## config.mk

```make
export PLATFORM = sky130hd
export DESIGN_NAME = touch_point_filter_mapper_unit_flat
export DESIGN_NICKNAME = d
export VERILOG_FILES = /design/src/rtl/core/tpfm_pkg.sv /design/src/rtl/core/tpfm_if.sv /design/src/rtl/core/tpfm_front.sv /design/src/rtl/core/tpfm_fifo.sv /design/src/rtl/core/tpfm_div.sv /design/src/rtl/core/tpfm_back.sv /design/src/rtl/core/touch_point_filter_mapper_unit.sv /design/src/flat_wrapper.sv
export SDC_FILE = /design/constraint.sdc
export NUM_CORES = 2
export LEC_CHECK = 0
export BUFFER_PORTS_ARGS = -buffer_cell sky130_fd_sc_hd__clkbuf_2
export CORE_MARGIN = 2
export CORE_UTILIZATION = 30
export CTS_CLUSTER_DIAMETER = 120
export DETAILED_ROUTE_END_ITERATION = 10
export MAX_ROUTING_LAYER = met4
export PLACE_DENSITY = 0.51
export SYNTH_ARGS = -nofsm -noshare
export SYNTH_HDL_FRONTEND = slang
export SYNTH_SLANG_ARGS = --single-unit
```

## constraint.sdc

```tcl
create_clock -name clk -period 6.15 [get_ports clk]
set_clock_uncertainty 0.1 [all_clocks]
set_input_delay 0.9225 -clock clk [delete_from_list [all_inputs] [get_ports clk]]
set_output_delay 0.9225 -clock clk [all_outputs]
set_load 0.01 [all_outputs]
```

## src/rtl/core/tpfm_pkg.sv

```systemverilog
// ----------------------------------------------------------------------------
// tpfm_pkg
// Shared constants, types and helpers of the touch point filter and mapper.
// ----------------------------------------------------------------------------
package tpfm_pkg;

  localparam int SAMPLES    = 5;
  localparam int CNT_W      = $clog2(SAMPLES + 1);
  localparam int SUM_W      = 16;
  localparam int RAW_W      = 12;
  localparam int PT_W       = 9;
  localparam int HOLD_W     = 8;
  localparam int ORIENT_W   = 3;
  localparam int ROT_W      = 2;
  localparam int CFG_W      = 12;
  localparam int CFG_IDX_W  = 3;
  localparam int DIV_N_W    = 21;
  localparam int DIV_D_W    = 12;
  localparam int SPAN_W     = RAW_W + 1;
  localparam int PROD_W     = 23;
  localparam int MAP_W      = 24;
  localparam int FIFO_DEPTH = 2;

  localparam logic [CNT_W-1:0] MIN_VALID = CNT_W'(2);
  localparam logic [PT_W-1:0]  MAX_COL   = PT_W'(239);
  localparam logic [PT_W-1:0]  MAX_ROW   = PT_W'(319);

  localparam logic [CFG_IDX_W-1:0] REG_CAL_X_LOW    = 3'd0;
  localparam logic [CFG_IDX_W-1:0] REG_CAL_X_HIGH   = 3'd1;
  localparam logic [CFG_IDX_W-1:0] REG_CAL_Y_LOW    = 3'd2;
  localparam logic [CFG_IDX_W-1:0] REG_CAL_Y_HIGH   = 3'd3;
  localparam logic [CFG_IDX_W-1:0] REG_PRESSURE_MIN = 3'd4;
  localparam logic [CFG_IDX_W-1:0] REG_RELEASE_HOLD = 3'd5;
  localparam logic [CFG_IDX_W-1:0] REG_ORIENT_FLAGS = 3'd6;
  localparam logic [CFG_IDX_W-1:0] REG_SCREEN_ROT   = 3'd7;

  typedef struct packed {
    logic [RAW_W-1:0]    cal_x_low;
    logic [RAW_W-1:0]    cal_x_high;
    logic [RAW_W-1:0]    cal_y_low;
    logic [RAW_W-1:0]    cal_y_high;
    logic [RAW_W-1:0]    pressure_min;
    logic [HOLD_W-1:0]   release_hold;
    logic [ORIENT_W-1:0] orient_flags;
    logic [ROT_W-1:0]    screen_rotation;
  } cfg_t;

  typedef struct packed {
    logic             cmd;
    logic             pressed;
    logic [RAW_W-1:0] sample_x;
    logic [RAW_W-1:0] sample_y;
    logic [RAW_W-1:0] sample_z;
  } in_item_t;

  typedef struct packed {
    logic             active;
    logic [PT_W-1:0]  point_x;
    logic [PT_W-1:0]  point_y;
    logic [RAW_W-1:0] avg_x;
    logic [RAW_W-1:0] avg_y;
    logic [RAW_W-1:0] avg_z;
  } out_item_t;

  typedef struct packed {
    logic             is_clear;
    logic [SUM_W-1:0] sum_x;
    logic [SUM_W-1:0] sum_y;
    logic [SUM_W-1:0] sum_z;
    logic [CNT_W-1:0] count;
  } job_t;

  function automatic logic [PT_W-1:0] clamp_pt(input logic signed [MAP_W-1:0] v,
                                               input logic [PT_W-1:0] hi);
    logic signed [MAP_W-1:0] hi_s;
    hi_s = $signed({{(MAP_W-PT_W){1'b0}}, hi});
    if (v < 0) begin
      return '0;
    end else if (v > hi_s) begin
      return hi;
    end else begin
      return v[PT_W-1:0];
    end
  endfunction

endpackage

```

## src/rtl/core/tpfm_if.sv

```systemverilog
// ----------------------------------------------------------------------------
// tpfm_if
// Valid/ready channels for raw samples and for screen points.
// ----------------------------------------------------------------------------
interface tpfm_in_if;
  import tpfm_pkg::*;
  logic     valid;
  logic     ready;
  in_item_t payload;
  modport source (output valid, output payload, input ready);
  modport sink (input valid, input payload, output ready);
endinterface

interface tpfm_out_if;
  import tpfm_pkg::*;
  logic      valid;
  logic      ready;
  out_item_t payload;
  modport source (output valid, output payload, input ready);
  modport sink (input valid, input payload, output ready);
endinterface

```

## src/rtl/core/tpfm_front.sv

```systemverilog
// ----------------------------------------------------------------------------
// tpfm_front
// Accepts samples, filters on pressure, accumulates a frame and queues jobs.
// ----------------------------------------------------------------------------
module tpfm_front (
  input  logic            clk,
  input  logic            rst,
  tpfm_in_if.sink         in_ch,
  input  tpfm_pkg::cfg_t  cfg,
  output logic            push,
  output tpfm_pkg::job_t  push_job,
  input  logic            full
);
  import tpfm_pkg::*;

  logic [SUM_W-1:0] sum_x, sum_y, sum_z;
  logic [SUM_W-1:0] sum_x_next, sum_y_next, sum_z_next;
  logic [CNT_W-1:0] valid_count, valid_count_next;
  logic [CNT_W-1:0] sample_index, sample_index_next;
  logic             accept;
  logic             take;
  logic             frame_end;

  assign in_ch.ready = !full;
  assign accept      = in_ch.valid && !full;

  always_comb begin
    take = in_ch.payload.pressed && (in_ch.payload.sample_z >= cfg.pressure_min);
    sum_x_next        = take ? sum_x + SUM_W'(in_ch.payload.sample_x) : sum_x;
    sum_y_next        = take ? sum_y + SUM_W'(in_ch.payload.sample_y) : sum_y;
    sum_z_next        = take ? sum_z + SUM_W'(in_ch.payload.sample_z) : sum_z;
    valid_count_next  = take ? valid_count + CNT_W'(1) : valid_count;
    sample_index_next = sample_index + CNT_W'(1);
    frame_end         = !in_ch.payload.cmd && (sample_index_next == CNT_W'(SAMPLES));
  end

  assign push              = accept && (in_ch.payload.cmd || frame_end);
  assign push_job.is_clear = in_ch.payload.cmd;
  assign push_job.sum_x    = sum_x_next;
  assign push_job.sum_y    = sum_y_next;
  assign push_job.sum_z    = sum_z_next;
  assign push_job.count    = valid_count_next;

  always_ff @(posedge clk) begin
    if (rst) begin
      sum_x        <= '0;
      sum_y        <= '0;
      sum_z        <= '0;
      valid_count  <= '0;
      sample_index <= '0;
    end else if (accept && !in_ch.payload.cmd) begin
      if (frame_end) begin
        sum_x        <= '0;
        sum_y        <= '0;
        sum_z        <= '0;
        valid_count  <= '0;
        sample_index <= '0;
      end else begin
        sum_x        <= sum_x_next;
        sum_y        <= sum_y_next;
        sum_z        <= sum_z_next;
        valid_count  <= valid_count_next;
        sample_index <= sample_index_next;
      end
    end
  end

endmodule

```

## src/rtl/core/tpfm_fifo.sv

```systemverilog
// ----------------------------------------------------------------------------
// tpfm_fifo
// Short job queue between the sample front end and the mapping back end.
// ----------------------------------------------------------------------------
module tpfm_fifo (
  input  logic            clk,
  input  logic            rst,
  input  logic            push,
  input  tpfm_pkg::job_t  push_job,
  output logic            full,
  input  logic            pop,
  output tpfm_pkg::job_t  pop_job,
  output logic            empty
);
  import tpfm_pkg::*;

  localparam int PTR_W = $clog2(FIFO_DEPTH);
  localparam int LVL_W = $clog2(FIFO_DEPTH + 1);

  job_t             slots [FIFO_DEPTH];
  logic [PTR_W-1:0] wr_ptr, rd_ptr;
  logic [LVL_W-1:0] level;
  logic             do_push, do_pop;

  assign full    = (level == LVL_W'(FIFO_DEPTH));
  assign empty   = (level == '0);
  assign do_push = push && !full;
  assign do_pop  = pop && !empty;
  assign pop_job = slots[rd_ptr];

  always_ff @(posedge clk) begin
    if (do_push) begin
      slots[wr_ptr] <= push_job;
    end
  end

  always_ff @(posedge clk) begin
    if (rst) begin
      wr_ptr <= '0;
      rd_ptr <= '0;
      level  <= '0;
    end else begin
      if (do_push) begin
        wr_ptr <= (wr_ptr == PTR_W'(FIFO_DEPTH - 1)) ? '0 : wr_ptr + PTR_W'(1);
      end
      if (do_pop) begin
        rd_ptr <= (rd_ptr == PTR_W'(FIFO_DEPTH - 1)) ? '0 : rd_ptr + PTR_W'(1);
      end
      if (do_push && !do_pop) begin
        level <= level + LVL_W'(1);
      end else if (do_pop && !do_push) begin
        level <= level - LVL_W'(1);
      end
    end
  end

endmodule

```

## src/rtl/core/tpfm_div.sv

```systemverilog
// ----------------------------------------------------------------------------
// tpfm_div
// Restoring unsigned divider, one quotient bit per cycle.
// ----------------------------------------------------------------------------
module tpfm_div (
  input  logic                         clk,
  input  logic                         rst,
  input  logic                         start,
  input  logic [tpfm_pkg::DIV_N_W-1:0] num,
  input  logic [tpfm_pkg::DIV_D_W-1:0] den,
  output logic [tpfm_pkg::DIV_N_W-1:0] quo,
  output logic                         done
);
  import tpfm_pkg::*;

  localparam int STEP_W = $clog2(DIV_N_W);

  logic              busy;
  logic [STEP_W-1:0] step;
  logic [DIV_D_W-1:0] rem;
  logic [DIV_D_W-1:0] den_r;
  logic [DIV_D_W:0]   rem_sh;
  logic               fits;

  always_comb begin
    rem_sh = {rem, quo[DIV_N_W-1]};
    fits   = (rem_sh >= {1'b0, den_r});
  end

  always_ff @(posedge clk) begin
    if (start) begin
      quo   <= num;
      rem   <= '0;
      den_r <= den;
    end else if (busy) begin
      quo <= {quo[DIV_N_W-2:0], fits};
      rem <= fits ? DIV_D_W'(rem_sh - {1'b0, den_r}) : rem_sh[DIV_D_W-1:0];
    end
  end

  always_ff @(posedge clk) begin
    if (rst) begin
      busy <= 1'b0;
      step <= '0;
      done <= 1'b0;
    end else begin
      done <= 1'b0;
      if (start) begin
        busy <= 1'b1;
        step <= '0;
      end else if (busy) begin
        if (step == STEP_W'(DIV_N_W - 1)) begin
          busy <= 1'b0;
          done <= 1'b1;
        end else begin
          step <= step + STEP_W'(1);
        end
      end
    end
  end

endmodule

```

## src/rtl/core/tpfm_back.sv

```systemverilog
// ----------------------------------------------------------------------------
// tpfm_back
// Averages a frame, maps it onto the panel, orients it and tracks release.
// ----------------------------------------------------------------------------
module tpfm_back (
  input  logic            clk,
  input  logic            rst,
  input  tpfm_pkg::cfg_t  cfg,
  input  tpfm_pkg::job_t  pop_job,
  input  logic            empty,
  output logic            pop,
  tpfm_out_if.source      out_ch
);
  import tpfm_pkg::*;

  localparam logic [2:0] ST_IDLE  = 3'd0;
  localparam logic [2:0] ST_AVG   = 3'd1;
  localparam logic [2:0] ST_MUL   = 3'd2;
  localparam logic [2:0] ST_DIVST = 3'd3;
  localparam logic [2:0] ST_MAP   = 3'd4;
  localparam logic [2:0] ST_FIN   = 3'd5;

  localparam logic [1:0] K_POINT = 2'd0;
  localparam logic [1:0] K_HOLD  = 2'd1;
  localparam logic [1:0] K_OFF   = 2'd2;

  logic [2:0]  state;
  logic [1:0]  kind;
  logic        latched;
  logic [PT_W-1:0]   latch_x, latch_y;
  logic [HOLD_W-1:0] miss_count;
  logic [RAW_W-1:0]  avg_x, avg_y, avg_z;
  logic signed [PROD_W-1:0] prod_c, prod_r;
  logic signed [SPAN_W-1:0] span_c, span_r;
  logic [DIV_N_W-1:0] q_c, q_r;
  logic               out_valid;
  out_item_t          out_item;

  logic               div_start;
  logic [DIV_N_W-1:0] num0, num1, num2;
  logic [DIV_D_W-1:0] den0, den1, den2;
  logic [DIV_N_W-1:0] quo0, quo1, quo2;
  logic               done0, done1, done2;
  logic               div_done;

  logic               slot_free;
  logic               start_avg;
  logic signed [SPAN_W-1:0] span_c_w, span_r_w;
  logic signed [SPAN_W-1:0] diff_c, diff_r;
  logic signed [PROD_W-1:0] prod_c_w, prod_r_w;
  logic [PROD_W-1:0]  abs_c, abs_r;
  logic [SPAN_W-1:0]  sabs_c, sabs_r;
  logic signed [MAP_W-1:0] sx, sy, px_s, py_s;
  logic [PT_W-1:0]    px, py, qx, qy;

  assign slot_free = !out_valid || out_ch.ready;
  assign pop       = (state == ST_IDLE) && !empty;
  assign start_avg = pop && !pop_job.is_clear && (pop_job.count >= MIN_VALID);
  assign div_start = start_avg || (state == ST_DIVST);
  assign div_done  = done0 && done1 && done2;

  // column mapping from y, row mapping from x
  always_comb begin
    span_c_w = $signed({1'b0, cfg.cal_y_high}) - $signed({1'b0, cfg.cal_y_low});
    span_r_w = $signed({1'b0, cfg.cal_x_high}) - $signed({1'b0, cfg.cal_x_low});
    diff_c   = $signed({1'b0, avg_y}) - $signed({1'b0, cfg.cal_y_low});
    diff_r   = $signed({1'b0, avg_x}) - $signed({1'b0, cfg.cal_x_low});
    prod_c_w = PROD_W'(diff_c) * $signed({{(PROD_W-PT_W){1'b0}}, MAX_COL});
    prod_r_w = PROD_W'(diff_r) * $signed({{(PROD_W-PT_W){1'b0}}, MAX_ROW});
    abs_c  = prod_c[PROD_W-1] ? PROD_W'(-prod_c) : PROD_W'(prod_c);
    abs_r  = prod_r[PROD_W-1] ? PROD_W'(-prod_r) : PROD_W'(prod_r);
    sabs_c = span_c[SPAN_W-1] ? SPAN_W'(-span_c) : SPAN_W'(span_c);
    sabs_r = span_r[SPAN_W-1] ? SPAN_W'(-span_r) : SPAN_W'(span_r);
  end

  always_comb begin
    if (state == ST_IDLE) begin
      num0 = DIV_N_W'(pop_job.sum_x);
      num1 = DIV_N_W'(pop_job.sum_y);
      num2 = DIV_N_W'(pop_job.sum_z);
      den0 = DIV_D_W'(pop_job.count);
      den1 = DIV_D_W'(pop_job.count);
      den2 = DIV_D_W'(pop_job.count);
    end else begin
      num0 = abs_c[DIV_N_W-1:0];
      num1 = abs_r[DIV_N_W-1:0];
      num2 = '0;
      den0 = sabs_c[DIV_D_W-1:0];
      den1 = sabs_r[DIV_D_W-1:0];
      den2 = DIV_D_W'(1);
    end
  end

  tpfm_div u_div0 (.clk, .rst, .start(div_start), .num(num0), .den(den0),
                   .quo(quo0), .done(done0));
  tpfm_div u_div1 (.clk, .rst, .start(div_start), .num(num1), .den(den1),
                   .quo(quo1), .done(done1));
  tpfm_div u_div2 (.clk, .rst, .start(div_start), .num(num2), .den(den2),
                   .quo(quo2), .done(done2));

  // signed quotient, mirror, swap, clamp, rotate
  always_comb begin
    if (span_c == '0) begin
      sx = '0;
    end else if (prod_c[PROD_W-1] ^ span_c[SPAN_W-1]) begin
      sx = -$signed({{(MAP_W-DIV_N_W){1'b0}}, q_c});
    end else begin
      sx = $signed({{(MAP_W-DIV_N_W){1'b0}}, q_c});
    end
    if (span_r == '0) begin
      sy = '0;
    end else if (prod_r[PROD_W-1] ^ span_r[SPAN_W-1]) begin
      sy = -$signed({{(MAP_W-DIV_N_W){1'b0}}, q_r});
    end else begin
      sy = $signed({{(MAP_W-DIV_N_W){1'b0}}, q_r});
    end
    if (cfg.orient_flags[0]) begin
      sx = $signed({{(MAP_W-PT_W){1'b0}}, MAX_COL}) - sx;
    end
    if (cfg.orient_flags[1]) begin
      sy = $signed({{(MAP_W-PT_W){1'b0}}, MAX_ROW}) - sy;
    end
    px_s = cfg.orient_flags[2] ? sy : sx;
    py_s = cfg.orient_flags[2] ? sx : sy;
    px   = clamp_pt(px_s, MAX_COL);
    py   = clamp_pt(py_s, MAX_ROW);
    case (cfg.screen_rotation)
      2'd1: begin
        qx = py;
        qy = MAX_COL - px;
      end
      2'd2: begin
        qx = MAX_COL - px;
        qy = MAX_ROW - py;
      end
      2'd3: begin
        qx = MAX_ROW - py;
        qy = px;
      end
      default: begin
        qx = px;
        qy = py;
      end
    endcase
  end

  always_ff @(posedge clk) begin
    case (state)
      ST_AVG: begin
        if (div_done) begin
          avg_x <= quo0[RAW_W-1:0];
          avg_y <= quo1[RAW_W-1:0];
          avg_z <= quo2[RAW_W-1:0];
        end
      end
      ST_MUL: begin
        prod_c <= prod_c_w;
        prod_r <= prod_r_w;
        span_c <= span_c_w;
        span_r <= span_r_w;
      end
      ST_MAP: begin
        if (div_done) begin
          q_c <= quo0;
          q_r <= quo1;
        end
      end
      default: begin
      end
    endcase
  end

  always_ff @(posedge clk) begin
    if (state == ST_FIN && slot_free) begin
      case (kind)
        K_POINT: begin
          out_item <= '{active: 1'b1, point_x: qx, point_y: qy,
                        avg_x: avg_x, avg_y: avg_y, avg_z: avg_z};
        end
        K_HOLD: begin
          out_item <= '{active: 1'b1, point_x: latch_x, point_y: latch_y,
                        avg_x: '0, avg_y: '0, avg_z: '0};
        end
        default: begin
          out_item <= '0;
        end
      endcase
    end
  end

  assign out_ch.valid   = out_valid;
  assign out_ch.payload = out_item;

  always_ff @(posedge clk) begin
    if (rst) begin
      out_valid <= 1'b0;
    end else if (state == ST_FIN && slot_free) begin
      out_valid <= 1'b1;
    end else if (out_ch.ready) begin
      out_valid <= 1'b0;
    end
  end

  always_ff @(posedge clk) begin
    if (rst) begin
      state      <= ST_IDLE;
      kind       <= K_OFF;
      latched    <= 1'b0;
      latch_x    <= '0;
      latch_y    <= '0;
      miss_count <= '0;
    end else begin
      case (state)
        ST_IDLE: begin
          if (pop) begin
            if (pop_job.is_clear) begin
              latched    <= 1'b0;
              miss_count <= '0;
            end else if (start_avg) begin
              kind  <= K_POINT;
              state <= ST_AVG;
            end else begin
              kind  <= (latched && miss_count < cfg.release_hold) ? K_HOLD : K_OFF;
              state <= ST_FIN;
            end
          end
        end
        ST_AVG: begin
          if (div_done) begin
            state <= ST_MUL;
          end
        end
        ST_MUL: begin
          state <= ST_DIVST;
        end
        ST_DIVST: begin
          state <= ST_MAP;
        end
        ST_MAP: begin
          if (div_done) begin
            state <= ST_FIN;
          end
        end
        ST_FIN: begin
          if (slot_free) begin
            state <= ST_IDLE;
            case (kind)
              K_POINT: begin
                latched    <= 1'b1;
                latch_x    <= qx;
                latch_y    <= qy;
                miss_count <= '0;
              end
              K_HOLD: begin
                miss_count <= miss_count + HOLD_W'(1);
              end
              default: begin
                latched    <= 1'b0;
                miss_count <= '0;
              end
            endcase
          end
        end
        default: begin
          state <= ST_IDLE;
        end
      endcase
    end
  end

endmodule

```

## src/rtl/core/touch_point_filter_mapper_unit.sv

```systemverilog
// ----------------------------------------------------------------------------
// touch_point_filter_mapper_unit
// Averages raw touch frames and maps them onto a rotated 240x320 panel.
// ----------------------------------------------------------------------------
//  channel   dir  handshake      payload
//  in_ch     in   valid/ready    cmd, pressed, sample_x/y/z
//  out_ch    out  valid/ready    active, point_x/y, avg_x/y/z
//  cfg       in   cfg_we only    cfg_index, cfg_data
//
//  a sample is accepted whenever the job queue has room
//  a frame with two or more valid samples passes in the back end
//  through an averaging divide and then a mapping divide
//  a held or released frame skips both divides, a clear gives no output
//  a stalled output holds the back end, the queue keeps the front going
//  rst is synchronous and clears sums, latch, queue and output
// ----------------------------------------------------------------------------
module touch_point_filter_mapper_unit (
  input  logic                             clk,
  input  logic                             rst,
  tpfm_in_if.sink                          in_ch,
  tpfm_out_if.source                       out_ch,
  input  logic                             cfg_we,
  input  logic [tpfm_pkg::CFG_IDX_W-1:0]   cfg_index,
  input  logic [tpfm_pkg::CFG_W-1:0]       cfg_data
);
  import tpfm_pkg::*;

  cfg_t cfg;
  logic push, full, pop, empty;
  job_t push_job, pop_job;

  always_ff @(posedge clk) begin
    if (rst) begin
      cfg.cal_x_low       <= '0;
      cfg.cal_x_high      <= RAW_W'(4095);
      cfg.cal_y_low       <= '0;
      cfg.cal_y_high      <= RAW_W'(4095);
      cfg.pressure_min    <= '0;
      cfg.release_hold    <= HOLD_W'(2);
      cfg.orient_flags    <= '0;
      cfg.screen_rotation <= '0;
    end else if (cfg_we) begin
      case (cfg_index)
        REG_CAL_X_LOW:    cfg.cal_x_low       <= cfg_data[RAW_W-1:0];
        REG_CAL_X_HIGH:   cfg.cal_x_high      <= cfg_data[RAW_W-1:0];
        REG_CAL_Y_LOW:    cfg.cal_y_low       <= cfg_data[RAW_W-1:0];
        REG_CAL_Y_HIGH:   cfg.cal_y_high      <= cfg_data[RAW_W-1:0];
        REG_PRESSURE_MIN: cfg.pressure_min    <= cfg_data[RAW_W-1:0];
        REG_RELEASE_HOLD: cfg.release_hold    <= cfg_data[HOLD_W-1:0];
        REG_ORIENT_FLAGS: cfg.orient_flags    <= cfg_data[ORIENT_W-1:0];
        REG_SCREEN_ROT:   cfg.screen_rotation <= cfg_data[ROT_W-1:0];
        default: begin
        end
      endcase
    end
  end

  tpfm_front u_front (
    .clk, .rst, .in_ch, .cfg, .push, .push_job, .full
  );

  tpfm_fifo u_fifo (
    .clk, .rst, .push, .push_job, .full, .pop, .pop_job, .empty
  );

  tpfm_back u_back (
    .clk, .rst, .cfg, .pop_job, .empty, .pop, .out_ch
  );

endmodule
```

## src/flat_wrapper.sv

```systemverilog
// flat-port wrapper written by rule: the top's interface ports become plain ports
module touch_point_filter_mapper_unit_flat import tpfm_pkg::*;
  (clk, rst, cfg_we, cfg_index, cfg_data, in_ch_valid, in_ch_payload, in_ch_ready, out_ch_valid, out_ch_payload, out_ch_ready);
  tpfm_in_if in_ch_i ();
  tpfm_out_if out_ch_i ();
  input  logic clk;
  input  logic rst;
  input  logic cfg_we;
  input  logic [tpfm_pkg::CFG_IDX_W-1:0] cfg_index;
  input  logic [tpfm_pkg::CFG_W-1:0] cfg_data;
  input wire logic [$bits(in_ch_i.valid)-1:0] in_ch_valid;
  input wire logic [$bits(in_ch_i.payload)-1:0] in_ch_payload;
  output wire logic [$bits(in_ch_i.ready)-1:0] in_ch_ready;
  output wire logic [$bits(out_ch_i.valid)-1:0] out_ch_valid;
  output wire logic [$bits(out_ch_i.payload)-1:0] out_ch_payload;
  input wire logic [$bits(out_ch_i.ready)-1:0] out_ch_ready;
  assign in_ch_i.valid = in_ch_valid;
  assign in_ch_i.payload = in_ch_payload;
  assign in_ch_ready = in_ch_i.ready;
  assign out_ch_valid = out_ch_i.valid;
  assign out_ch_payload = out_ch_i.payload;
  assign out_ch_i.ready = out_ch_ready;
  touch_point_filter_mapper_unit u_core (.clk(clk), .rst(rst), .in_ch(in_ch_i), .out_ch(out_ch_i), .cfg_we(cfg_we), .cfg_index(cfg_index), .cfg_data(cfg_data));
endmodule
```

==> summary.txt <==
CTS
  • H-tree levels: 3
  • Hold_buf cts: 0
  • CTS buffer count: 77
  • CTS sink count: 619
  • Clock Pin Slew Worst Setup and Hold Paths: 0.06 ns
  • Clock Path Buffers: 3
  • CTS root buf: clkbuf_16
  • CTS tree: built
  • Clock Latency Late Sink: 0.69 ns

Synth
  • Mapped Area: 39400 sq um
  • Largest cells by area after synthesis: edfxtp_1 30%, dfxtp_1 11%, ha_1 8.3%
  • Synthesized netlist net count: 4429
  • EDFF count, synth: 397
  • Post-synthesis async set-or-reset flop share: 0%
  • Area fraction of the dominant cell type after synthesis: 30.3%
  • Leading area contributor after synthesis: edfxtp_1
  • Synth warn: 0
  • Mux contribution to synthesized area: 3.85%
  • Largest family of logic cells by synthesized area: compound AO/OA/AOI/OAI gates
  • Adder-cell area share of the yosys netlist: 14.7%
  • Main synth FF type: edfxtp_1
  • Mean Syn Cell Area: 9.88 sq um
  • Post-Synth Simple-Gate Area: 14.2%
  • Register area share after synthesis: 41.6%
  • Synth Area in XOR/XNOR: 5.76%
  • Synth Instances: 3985
  • Compound-gate portion of the synthesized area: 14.7%
  • #FFs+latches synth: 619
  • Synth cell types: 93

Drt
  • Total number of vias: 29964
  • Vias per Instance: 4.94
  • DR DRC count: 0
  • DRT antenna net count: 0
  • Drt initial violations: 2414
  • Drt pass-1 iters: 5
  • Drt total wl: 112000 microns
  • Wire length per cell: 18.5 microns

Global route
  • Grt ovf: 0
  • Gr usage total: 17.0%
  • Vias in the first global route: 29171
  • Pin count of the biggest net entering global routing: 71
  • Global-route wire length before repair: 173000 microns
  • Initial antenna violation count: 7

Hold path
  • Hold_sp: u_core.u_back.u_div0.quo[12]
  • HP Class: flip-flop to flip-flop
  • Worst Hold Path EP: u_core.u_back.q_c[12]
  • Hold path cells: 0

Timing
  • Hold Fails Final Rpt: 0
  • Max-Slew Margin vs Limit: 24.2%
  • Post-route setup TNS: -1.42 ns
  • Slew @ Worst Pin: 1.11 ns
  • Final Setup Violations: 11
  • Slew Limit Fails: 0
  • Final Cycle Share: 104%
  • Unrepaired setup endpoints after global routing: true
  • Post-route minimum period: 6.39 ns
  • Min setup slack post-route: -0.241 ns
  • Fmax: 156 MHz
  • Worst hold margin: 0.337 ns

Placement
  • Placed cell count: 5891
  • Port Buffers: 114
  • GPL Wtd Cong: 0.866
  • DP HPWL: 85300 microns

Final layout
  • Most frequent cells in the layout: 397 x edfxtp_1, 383 x nand2_1, 341 x inv_1
  • Filler cell count: 13190
  • Final #Nets: 4699
  • Non-filler instance count after layout: 6069
  • Most common cell after layout, fill and taps aside: edfxtp_1
  • P&R area growth vs syn: 18.4%
  • Share of cells above drive strength 1: 16.0%

Critical path
  • R2R cell count: 27
  • Reg2reg setup slack: -0.24 ns
  • Startpoint Class: flip-flop
  • CP peak stage delay: 0.51 ns
  • Capturing point of the worst reg2reg path: u_core.u_back.prod_r[19]
  • Most frequent CP cell: inv_2
  • FF-to-FF Start: u_core.u_back.avg_x[0]
  • Largest delay share family, worst path: adder cells
  • Buffers and inverters on the worst path: 6
  • Critical path type: flip-flop to flip-flop
  • Worst EP arrival: 6.69 ns
  • CP max-delay cell: fa_1
  • WP data required: 6.45 ns
  • Worst Path Max Fanout: 3
  • CP Capture Type: flip-flop
  • Critical Path Stages: 27

Die
  • Die area: 134000 sq um
  • Die Y: 366 microns
  • Rows: 132
  • Total core area: 130000 sq um
  • Initial core utilization: 30.3%
  • I/O pin count: 115
  • Die width: 366 microns

Power and ir drop
  • LEAKAGE: 18.4 nW
  • Cell Pwr Density: 354 nW/um^2
  • Peak VDD IR: 0.000259 V

Status
  • Outcome: finished with violations
  • Failing checks: setup timing

Run
  • Max-cap viol count: 0
## timing repair
action                                  in CTS  in global routing
gates resized for setup                     50                 38
pin swaps                                   63                 19
endpoints found under the setup margin      18                 24
setup buffers                               22                  8
## through the flow
step           power (W)  setup WS (ns)  area [sq um]  util (%)
4_1_cts           0.0166         -0.237         46400      35.8
3_3_place_gp      0.0115         -0.399         43400      33.5
3_5_place_dp      0.0116         -0.491         43400      33.5
2_1_floorplan    0.00958         -0.154         39600         -
6_report          0.0165         -0.241         46600      35.9
5_1_grt           0.0176         -0.541         46600      35.9
## how the worst max path moves through the flow
stage,startpoint,endpoint,slack [ns]
floorplan,u_core.u_back.avg_y[0],u_core.u_back.prod_c[21],-0.15
global placement,u_core.u_back.avg_y[0],u_core.u_back.prod_c[21],-0.40
detailed placement,u_core.u_back.avg_y[0],u_core.u_back.prod_c[21],-0.49
CTS,u_core.u_back.avg_x[0],u_core.u_back.prod_r[19],-0.24
global route,u_core.u_back.avg_x[0],u_core.u_back.prod_r[19],-0.54
finish,u_core.u_back.avg_x[0],u_core.u_back.prod_r[19],-0.24
## layout make-up
class	count	area (sq um)	area share, %
Multi-Input combinational cell	2824	21600	46.3
Sequential cell	619	16400	35.1
Timing Repair Buffer	362	2450	5.25
Tap cell	1742	2180	4.67
Clock buffer	104	2130	4.57
Inverter	371	1400	3.00
Clock inverter	40	500	1.07
Antenna cell	7	17.5	0.0376
## synth_stat cells (10+ instances only)
cell      count
ha_1        260
nand3b_1     14
and2_1       61
mux2i_1     102
nand2_1     384
inv_1       368
mux2_2       43
edfxtp_1    397
a22o_1       31
o41ai_1      13
nor2b_1      40
buf_1        13
a21o_1       51
o21bai_1     36
or4_1        20
o21a_1       24
nor3_1       87
nand2b_1     30
o211ai_1     19
o21ai_0     216
a21oi_1     216
clkbuf_1    146
nand3_1      99
dfxtp_1     222
or3_1        37
xor2_1      102
nor2_1      254
and3_1       17
or2_2        12
o31ai_1      52
nor4_1       24
fa_1        126
a211o_1      12
a211oi_1     26
nor3b_1      10
a31oi_1      33
a21boi_0     21
a41oi_1      11
xnor2_1     157
nand4_1      34
## logic make-up after synthesis
group,Yosys count
simple gates,1153
compound gates,880
flops,619
buf+inv,542
fa+ha+maj,386
xor+xnor,259
mux,146
## state kept, by name, summed over array words and instances, names as in the netlist, 21 cells and up, named ones only
| name | flops |
|---|---|
| u_core.u_back.u_div1.quo | 21 |
| u_core.u_back.prod_r | 22 |
| u_core.u_back.prod_c | 22 |
| u_core.u_back.u_div0.quo | 21 |
| u_core.u_back.q_r | 21 |
| u_core.cfg | 73 |
| u_core.u_back.out_ch.payload | 55 |
| u_core.u_back.u_div2.quo | 21 |
| u_core.u_back.q_c | 21 |
| u_core.u_fifo.slots | 104 |
## routing by layer
metal  track usage [%]  share of wire, %
met2              26.0                45
met1              22.9                47
met4              5.17               2.5
met5                 -                 0
met3              2.96               5.5
## where the power goes
part	switching [W]	internal, W	total (W)
sequential	0.000422	0.00529	0.00571
combinational	0.00347	0.00265	0.00612
clock	0.00194	0.00273	0.00467
(Power assumes the default switching activity.)
